## config.mk

```make
export PLATFORM = sky130hd
export DESIGN_NAME = bwl_slots
export DESIGN_NICKNAME = d
export VERILOG_FILES = /design/src/rtl/bwl_pkg.sv /design/src/rtl/bwl_slots.sv
export SDC_FILE = /design/constraint.sdc
export NUM_CORES = 1
export LEC_CHECK = 0
export ABC_CLOCK_PERIOD_IN_PS = 2000
export BUFFER_PORTS_ARGS = -buffer_cell sky130_fd_sc_hd__buf_2
export CORE_ASPECT_RATIO = 0.9
export CORE_MARGIN = 8
export CORE_UTILIZATION = 30
export DETAILED_ROUTE_END_ITERATION = 16
export PLACE_DENSITY = 0.54
export SLEW_MARGIN = 20
export SYNTH_ARGS = -nofsm -noshare
export SYNTH_HDL_FRONTEND = slang
export SYNTH_SLANG_ARGS = --single-unit
export TNS_END_PERCENT = 50
```

## constraint.sdc

```tcl
create_clock -name clk -period 2 [get_ports clk]
set_input_delay 0.5 -clock clk [delete_from_list [all_inputs] [get_ports clk]]
set_output_delay 0.5 -clock clk [all_outputs]
set_load 0.005 [all_outputs]
```

## src/rtl/bwl_pkg.sv

```systemverilog
// Shared types and codes for the bandwidth ledger.
// No dependencies; imported by every module of the block.
`timescale 1ns / 1ps

package bwl_pkg;

	localparam logic [1:0] OP_RECORD = 2'd0;
	localparam logic [1:0] OP_TIME   = 2'd1;
	localparam logic [1:0] OP_CLEAR  = 2'd2;
	localparam logic [1:0] OP_READ   = 2'd3;

	localparam logic [1:0] ST_DONE   = 2'd0;
	localparam logic [1:0] ST_NOSLOT = 2'd1;
	localparam logic [1:0] ST_ROLL   = 2'd2;

	localparam logic [1:0] VIEW_LAST = 2'd0;
	localparam logic [1:0] VIEW_MAX  = 2'd1;
	localparam logic [1:0] VIEW_HIST = 2'd2;

	localparam logic [1:0] REG_PERIOD = 2'd0;
	localparam logic [1:0] REG_FREEID = 2'd1;

	localparam logic [31:0] PERIOD_RESET = 32'd1000000;
	localparam logic [15:0] FREEID_RESET = 16'hFFFF;
	localparam logic [30:0] SAT_MAX      = 31'h7FFF_FFFF;

	typedef struct packed {
		logic cur;
		logic last;
		logic max;
		logic hist;
	} mem_we_t;

endpackage

```

## src/rtl/bwl_slots.sv

```systemverilog
// Player slot table with owner match and first-free search.
// Depends on bwl_pkg.
`timescale 1ns / 1ps

module bwl_slots import bwl_pkg::*; #(
	parameter int NUM_SLOTS = 8,
	parameter int SW = (NUM_SLOTS > 1) ? $clog2(NUM_SLOTS) : 1
) (
	input  logic          clk,
	input  logic          arst_n,
	input  logic [15:0]   pid,
	input  logic [15:0]   free_id,
	input  logic          claim,
	input  logic [SW-1:0] claim_idx,
	input  logic          clear,
	output logic          hit,
	output logic [SW-1:0] hit_idx,
	output logic          free_found,
	output logic [SW-1:0] free_idx
);

	logic [15:0] owner_q [NUM_SLOTS];

	always_ff @(posedge clk or negedge arst_n) begin
		if (!arst_n) begin
			for (int i = 0; i < NUM_SLOTS; i++) owner_q[i] <= FREEID_RESET;
		end else if (clear) begin
			for (int i = 0; i < NUM_SLOTS; i++) owner_q[i] <= free_id;
		end else if (claim) begin
			owner_q[claim_idx] <= pid;
		end
	end

	// lowest index wins: scan downward so the last hit assigned is the lowest
	always_comb begin
		hit        = 1'b0;
		hit_idx    = '0;
		free_found = 1'b0;
		free_idx   = '0;
		for (int i = NUM_SLOTS - 1; i >= 0; i--) begin
			if (owner_q[i] == pid) begin
				hit     = 1'b1;
				hit_idx = SW'(i);
			end
			if (owner_q[i] == free_id) begin
				free_found = 1'b1;
				free_idx   = SW'(i);
			end
		end
	end

endmodule

```

---- Word level (Yosys, flattened, before mapping) ----
Cells that the tools add are included.
word-level totals
  output and inout bits ................... 8
  word-level logic and storage cells ...... 66
  bits in registers ....................... 128
  bits of input ports ..................... 39
operators by class
  multiplexer cells ....................... 37
  order comparisons ....................... 2
  equality and inequality tests ........... 16
  reductions and logical operators ........ 2
  bitwise logic cells ..................... 1
operators by type and width
  cell                                                                  count
  16-bit equality test                                                  16
  128-bit two-way mux                                                   2
  128-bit bitwise mux                                                   1
  16-bit demux with 3-bit select                                        1
  3-bit two-way mux                                                     16
  1-bit two-way mux                                                     16
  16-bit two-way mux                                                    1
  4-bit greater-or-equal comparator, second input constant              1
  4-bit by 1-bit < comparator with 1-bit output, second input constant  1
  3-bit inverter with 4-bit output                                      1
  2-bit nonzero test                                                    1
  1-bit logical AND                                                     1

---- Depth between registers and ports, before layout ----
Gate-level depths: netlist (run 1).
  depth in word-level cells ............... 9
  depth in mapped cells ................... 8
  mapped depth without buffers ............ 6

---- Worst setup path before layout (run 1) ----
No wires, ideal clock.
  path type ............................... input-to-output
  from .................................... input port free_id[2]
  to ...................................... output port free_idx[2]
  buffers on the path ..................... 1
  required time ........................... 1500 ps
  data arrival time ....................... 1654 ps
  slack ................................... -154 ps
  stages on the path ...................... 7
  cells stage by stage .................... buf_2 xnor2_1 nand4_1 nor4_1 o21bai_1 nor2_1 nor3b_2
between the ends
  word-level cells in the longest chain between the ends .. 9
  elaborated cells between the ends (all ways) .. 16
  classes of those cells .................. 8 x eq/ne; 8 x mux
RTL lines
  element                          line             RTL
  from (decl)                      bwl_slots.sv:12  input logic [15:0] free_id,
  16-bit equality test             bwl_slots.sv:45  if (owner_q[i] == free_id) begin
  3-bit two-way mux (7 in series)  bwl_slots.sv:45
  3-bit two-way mux *              bwl_slots.sv:45
  to (decl)                        bwl_slots.sv:19  output logic [SW-1:0] free_idx
Mark *: on every way between the ends. The rest lies on a longest branch, timed or not.

---- Final worst setup path (run 1) ----
  from .................................... register owner_q[17] (netlist name)
  to ...................................... output port free_idx[0]
between the ends
  word-level cells in the longest chain between the ends .. 8
RTL lines
  element                            line             RTL
  from (decl)                        bwl_slots.sv:22  logic [15:0] owner_q [NUM_SLOTS];
  from (signal, indexed assignment)  bwl_slots.sv:30  owner_q[claim_idx] <= pid;
  16-bit equality test               bwl_slots.sv:45
  3-bit two-way mux (7 in series)    bwl_slots.sv:45
No other way between the ends.

==> impl_summary.log, run 1 <==
INFO  metric clock_insertion_delay_at_the_later_pin_of_the_skew_report = 420 ps
INFO  metric mappedNetlistNets = 909
INFO  metric tritoncts_buffers = 17
INFO  metric die_area = 0.0361 mm²
INFO  metric grt.total_usage = 18.4%
INFO  metric timing.final.setup_violations = 8
INFO  metric synth.largest_area_cell = dfstp_2
INFO  metric drt_drc_violations_left = 0
INFO  metric reg_top3 = owner_q: 128 flops
INFO  metric finalClockSkew = 0 ps
INFO  metric place.port_buffers = 46
INFO  metric detail-route-antenna-nets = 0
INFO  metric rr_worst_depth = 3
INFO  metric worstSetupPathType = register to output pin
INFO  metric crit_path_end_kind = output pin
INFO  metric cellLeakagePower = 4.78 nW
INFO  metric ys.flop_type = dfstp_2
INFO  metric post-route-min-period = 2940 ps
INFO  metric final_max_slew_viol_count = 0
INFO  metric cp_max_fo = 3
INFO  metric first_global_vias = 7589
INFO  metric syn_area = 0.00909 mm²
INFO  metric y_dimension_of_the_die = 181 µm
INFO  metric global_route.overflow_total = 0
INFO  metric design.portCount = 47
INFO  metric achievable-frequency = 0.340 GHz
INFO  metric detail_route.vias_per_cell = 4.96
INFO  metric final_net_count = 1098
INFO  metric gpl.final_weighted_congestion = 1.01
INFO  metric ys_seq_area_share = 37.0%
INFO  metric synth_edf_count = 0
INFO  metric syn_area_per_cell = 10.4 µm²
INFO  metric max_reg_flops = 128
INFO  metric pwr_density_cell = 711 mW/mm²
INFO  metric place.detailed.hpwl = 24500 µm
INFO  metric synthDistinctLibCells = 35
INFO  metric areaGrowthSynthToFinish = 29.8%
INFO  metric register_bit_total_from_synthesis = 128
INFO  metric postLayoutCoreUtil = 39.5%
INFO  metric timing_worst_slew_pin_value = 668 ps
INFO  metric firstDrtPassIters = 5
INFO  metric finalInstanceArea = 0.0118 mm²
INFO  metric finalWorstSetupSlack = -940 ps
INFO  metric yosys-top-cells-area = dfstp_2 37%, xor2_1 22%, mux2i_1 12%
INFO  metric setup.worst_path.start_class = register
INFO  metric r2r_setup_slack = 1010 ps
INFO  metric worstReg2RegEnd = owner_q[8]$_DFFE_PN1P_
INFO  metric ratio_of_final_minimum_period_to_clock_period = 147%
INFO  metric grt_pass1_wl = 49300 µm
INFO  metric grt_antenna_before_repair = 0
INFO  metric placed_cell_area = 0.0111 mm²
INFO  metric clkSinkCount = 128
INFO  metric min_path_type = primary input to asynchronous set/reset pin
INFO  metric initialDrtViolationCount = 483
INFO  metric rsz0062_at_grt = true
INFO  metric critical_path_arrival = 2440 ps
INFO  metric core_area = 0.0299 mm²
INFO  metric async_flop_share = 100%
INFO  metric initial_core_utilization = 30.4%
INFO  metric worst_setup_hold_path_clk_slew = 60 ps
INFO  metric drive_gt1_share = 42.1%
INFO  metric run_status = finished with violations
INFO  metric floorplan.die.width = 199 µm
INFO  metric worst_case_vdd_ir_drop = 0.000487 V
INFO  metric synth_top_cell_area_share = 37.0%
INFO  metric rr_startpoint = owner_q[8]$_DFFE_PN1P_
INFO  metric grt_max_degree = 41
INFO  metric failing_checks = setup timing
INFO  metric tritoncts_clock_tree = yes
INFO  metric timing.final.hold_violations = 0
INFO  metric post_synth_inst_count = 870
INFO  metric finalWirelength = 33000 µm
INFO  metric avgRoutedWirePerCell = 22.4 µm
INFO  metric required = 1500 ps
INFO  metric cts-root-to-sink-buffers = 2
INFO  metric relative_max_transition_margin = 55.3%
INFO  metric row_count = 60
INFO  metric finalPower = 8.38 mW
INFO  metric regMostFlops = owner_q
INFO  metric htree_levels = 4
INFO  metric ys.warnings.count = 0
INFO  metric vias = 7300
INFO  metric max_cap_viol_count = 0
INFO  metric ctsRootBufferMaster = clkbuf_16
INFO  metric fillCellCount = 3051
INFO  metric insertedDiodeCount = 0
-- cells by family (layout without fill, tap and decap cells) --
family / Yosys count / after routing / share of synthesized area [%]
buf+inv: 76 / 276 / 7.35
xor+xnor: 256 / 256 / 24.7
flops: 128 / 128 / 37.0
mux: 112 / 112 / 12.3
simple gates: 160 / 160 / 10.6
compound gates: 138 / 138 / 8.01
-- how the worst max path moves through the flow --
stage / from / endpoint / slack, ps / cells after the start
final: owner_q[17]$_DFFE_PN1P_ / free_idx[0] / -940 / 8
after floorplan: pid[12] / hit_idx[0] / -70 / 7
after detailed placement: pid[9] / hit_idx[0] / -910 / 10
after global placement: pid[9] / hit_idx[0] / -1000 / 10
after global routing: owner_q[62]$_DFFE_PN1P_ / hit_idx[2] / -1060 / 8
after CTS: owner_q[22]$_DFFE_PN1P_ / free_idx[0] / -900 / 8
-- routing by layer --
metal / wire (µm) / GRT usage (%) / share of wire, %
met5: 0 / 0 / 0
met4: 794 / 5.59 / 2.4
met3: 1800 / 4.53 / 5.4
met2: 15300 / 28.8 / 46
met1: 15100 / 24.7 / 46
-- layout by cell type, fill, tap and decap left out, drive strengths merged, types with 3 or more instances in the layout --
master and count:
nand4 23, xor2 224, xnor2 32, nor4 58, buf 243, inv 3
a31oi 16, nand2b 3, nor2 24, mux2i 112, a21oi 114, clkbuf 24
clkinv 4, nand2 44, dfstp 128
-- stage by stage --
step	cells	setup TNS, ps	hold slack (ps)	setup slack (ps)
after floorplan	870	-310	352	-71.7
after global placement	1443	-5770	500	-1000
after detailed placement	1443	-5720	503	-906
after CTS	1473	-6820	311	-899
after global routing	1473	-7990	320	-1060
final	1473	-6990	289	-940
-- report_power, final --
group	total, mW	switching (mW)	internal (mW)
Clock	2.86	1.20	1.66
Sequential	3.33	0.286	3.04
Combinational	2.19	1.20	0.989
Total	8.38	2.69	5.69
-- synth_stat cells, types with 3 or more instances --
cell	number
mux2i_1	112
xor2_1	224
nor2_1	18
buf_2	16
buf_8	3
dfstp_2	128
clkbuf_8	9
buf_4	5
nand2_1	42
xnor2_1	32
nor4_1	58
nor2_8	5
a31oi_1	16
buf_6	26
nand4_1	23
clkbuf_1	11
a21oi_1	114
-- cell type report --
cell class	count	area, µm²	share of cell area, %
clock buffers	24	482	4.08
flip-flops and latches	128	3360	28.5
clock inverters	6	35.0	0.297
well taps	403	504	4.28
repair buffers	243	2040	17.3
inverters	3	13.8	0.117
multi-input cells	666	5360	45.4
-- repair_timing --
item                                   4_1_cts  5_1_grt
hold buffers                                 0        0
setup endpoints to repair                    8        8
gates resized for setup                     28        7
pin swaps                                   21        5
buffers inserted                             1        0
endpoints found under the hold margin        0        0
-- worst max-delay path, stage by stage (launching register included) --
cell      delay, ps
dfstp_2         590
xnor2_2         120
nand4_1         290
nor4_4          380
buf_4           160
o31ai_2          50
a21boi_1        180
o22ai_2          90
buf_2           140
Note: power is estimated with default switching activity, not from simulation.
==> run 2, diff against run 1 <==
--- a/config.mk
+++ b/config.mk
@@ -16,4 +16,3 @@
 export SYNTH_ARGS = -nofsm -noshare
 export SYNTH_HDL_FRONTEND = slang
 export SYNTH_SLANG_ARGS = --single-unit
-export TNS_END_PERCENT = 50
==> run 2 against run 1 <==
Against the previous run:
- the flow still finishes with violations (setup timing)
- non-clock buffer count rose by 7
- sequential share of layout area is 0.43 points lower
- sequential cell count unchanged
- highest routed layer unchanged
==> impl_summary.log, run 2 (same netlist as run 1, synthesis figures left out) <==
INFO  metric timing.final.setup_violations = 8
INFO  metric detail_route.vias_per_cell = 4.96
INFO  metric avgRoutedWirePerCell = 22.1 µm
INFO  metric timing.final.hold_violations = 0
INFO  metric vias = 7346
INFO  metric final_net_count = 1105
INFO  metric setup.worst_path.start_class = register
INFO  metric reg_top3 = owner_q: 128 flops
INFO  metric grt_max_degree = 41
INFO  metric finalWirelength = 32800 µm
INFO  metric timing_worst_slew_pin_value = 730 ps
INFO  metric worst_case_vdd_ir_drop = 0.000608 V
INFO  metric row_count = 60
INFO  metric htree_levels = 4
INFO  metric post-route-min-period = 2860 ps
INFO  metric tritoncts_buffers = 17
INFO  metric placed_cell_area = 0.0111 mm²
INFO  metric ratio_of_final_minimum_period_to_clock_period = 143%
INFO  metric grt.total_usage = 18.5%
INFO  metric initial_core_utilization = 30.4%
INFO  metric detail-route-antenna-nets = 0
INFO  metric first_global_vias = 7748
INFO  metric design.portCount = 47
INFO  metric highest-signal-layer = met4
INFO  metric tritoncts_clock_tree = yes
INFO  metric gpl.final_weighted_congestion = 0.936
INFO  metric dp_worst_setup_slack = -850 ps
INFO  metric cts-root-to-sink-buffers = 2
INFO  metric firstDrtPassIters = 4
INFO  metric crit_path_end_kind = output pin
INFO  metric cellLeakagePower = 4.86 nW
INFO  metric insertedDiodeCount = 0
INFO  metric relative_max_transition_margin = 51.2%
INFO  metric grt_pass1_wl = 49500 µm
INFO  metric failing_checks = setup timing
INFO  metric clock_insertion_delay_at_the_later_pin_of_the_skew_report = 430 ps
INFO  metric ctsRootBufferMaster = clkbuf_16
INFO  metric drt_drc_violations_left = 0
INFO  metric critical_path_arrival = 2360 ps
INFO  metric mostFrequentLayoutCells = 221 x xor2_1, 174 x buf_4, 128 x dfstp_2
INFO  metric max_reg_flops = 128
INFO  metric global_route.overflow_total = 0
INFO  metric y_dimension_of_the_die = 181 µm
INFO  metric initialDrtViolationCount = 468
INFO  metric rsz0062_at_grt = true
INFO  metric wirelength_met1 = 15800 µm
INFO  metric fin_tns_setup = -6570 ps
INFO  metric achievable-frequency = 0.349 GHz
INFO  metric final_max_slew_viol_count = 0
INFO  metric post_cts_hold_buffer_count = 0
INFO  metric finalWorstSetupSlack = -862 ps
INFO  metric cells_after_dpl = 1444
INFO  metric worstSetupPathType = register to output pin
INFO  metric core_area = 0.0299 mm²
INFO  metric areaGrowthSynthToFinish = 31.7%
INFO  metric rr_worst_depth = 4
INFO  metric die_area = 0.0361 mm²
INFO  metric layout_commonest_cell = xor2_1
INFO  metric floorplan.die.width = 199 µm
INFO  metric met2_wirelength = 15000 µm
INFO  metric run_status = finished with violations
INFO  metric worst_setup_hold_path_clk_slew = 60 ps
INFO  metric finalInstanceArea = 0.0120 mm²
INFO  metric pwr_density_cell = 728 mW/mm²
INFO  metric clkSinkCount = 128
INFO  metric finalClockSkew = 0 ps
INFO  metric regMostFlops = owner_q
INFO  metric place.detailed.hpwl = 24600 µm
INFO  metric cp_max_fo = 3
INFO  metric drive_gt1_share = 43.7%
INFO  metric required = 1500 ps
INFO  metric grt_antenna_before_repair = 1
INFO  metric stdcell_count = 1482
INFO  metric place.port_buffers = 46
INFO  metric max_cap_viol_count = 0
INFO  metric met3_length = 1460 µm
INFO  metric min_path_type = primary input to asynchronous set/reset pin
## run 2: cell types whose count changed in the layout (fill, tap and decap cells not counted), moves of 3 or more
cell      delta
buf_4        +7
clkbuf_1     -4
clkinv_4     +3
inv_6        +5
nand2_1      -3
nand2_2      +3
## run 2: through the flow
step	hold slack (ps)	power [mW]	utilization, %
after floorplan	352	4.53	-
after global placement	500	5.42	37.1
after detailed placement	505	5.43	37.1
after CTS	266	8.74	39.6
after global routing	297	9.08	40.1
final	258	8.72	40.1
## run 2: path summary, 6_finish.rpt
kind | startpoint | end | slack, ps
worst max-delay path | owner_q[16]$_DFFE_PN1P_ | free_idx[0] | -860
worst min-delay path | arst_n | owner_q[77]$_DFFE_PN1P_ | 260
worst max register to register | owner_q[120]$_DFFE_PN1P_ | owner_q[120]$_DFFE_PN1P_ | 1010
worst min register to register | owner_q[2]$_DFFE_PN1P_ | owner_q[2]$_DFFE_PN1P_ | 510
max in group asynchronous | arst_n | owner_q[56]$_DFFE_PN1P_ | 1400
min in group clk | pid[12] | owner_q[12]$_DFFE_PN1P_ | 340
## run 2: routing by layer
metal	track usage, %	vias up
li1	-	3419
met1	25.5	3747
met2	28.9	155
met3	3.86	25
met4	4.76	0
met5	0	-
## run 2: cell type report
type | instances | area, µm²
Clock buffer | 18 | 439
Sequential cell | 128 | 3360
Fill cell | 3013 | 17900
Clock inverter | 14 | 155
Tap cell | 403 | 504
Inverter | 3 | 13.8
Multi-Input combinational cell | 666 | 5400
Timing Repair Buffer | 250 | 2100
## run 2: power breakdown
group | switching, mW | total (mW) | internal, mW
logic | 1.17 | 2.16 | 0.989
registers | 0.291 | 3.33 | 3.04
clock network | 1.34 | 3.22 | 1.89
total | 2.80 | 8.72 | 5.92
## run 2: critical path: stages, from the launching register on
cell and delay [ps]:
dfstp_2 580, xnor2_1 120, nand4_1 260, nor4_4 350, buf_4 170, o31ai_4 60, a21boi_2 150, o22ai_2 100
buf_2 140
## run 2: what timing repair did
action / in CTS / in global routing
endpoints found under the setup margin: 8 / 8
setup buffers: 2 / 4
pin swaps: 19 / 22
gates resized for setup: 27 / 17
cloned: 0 / 0
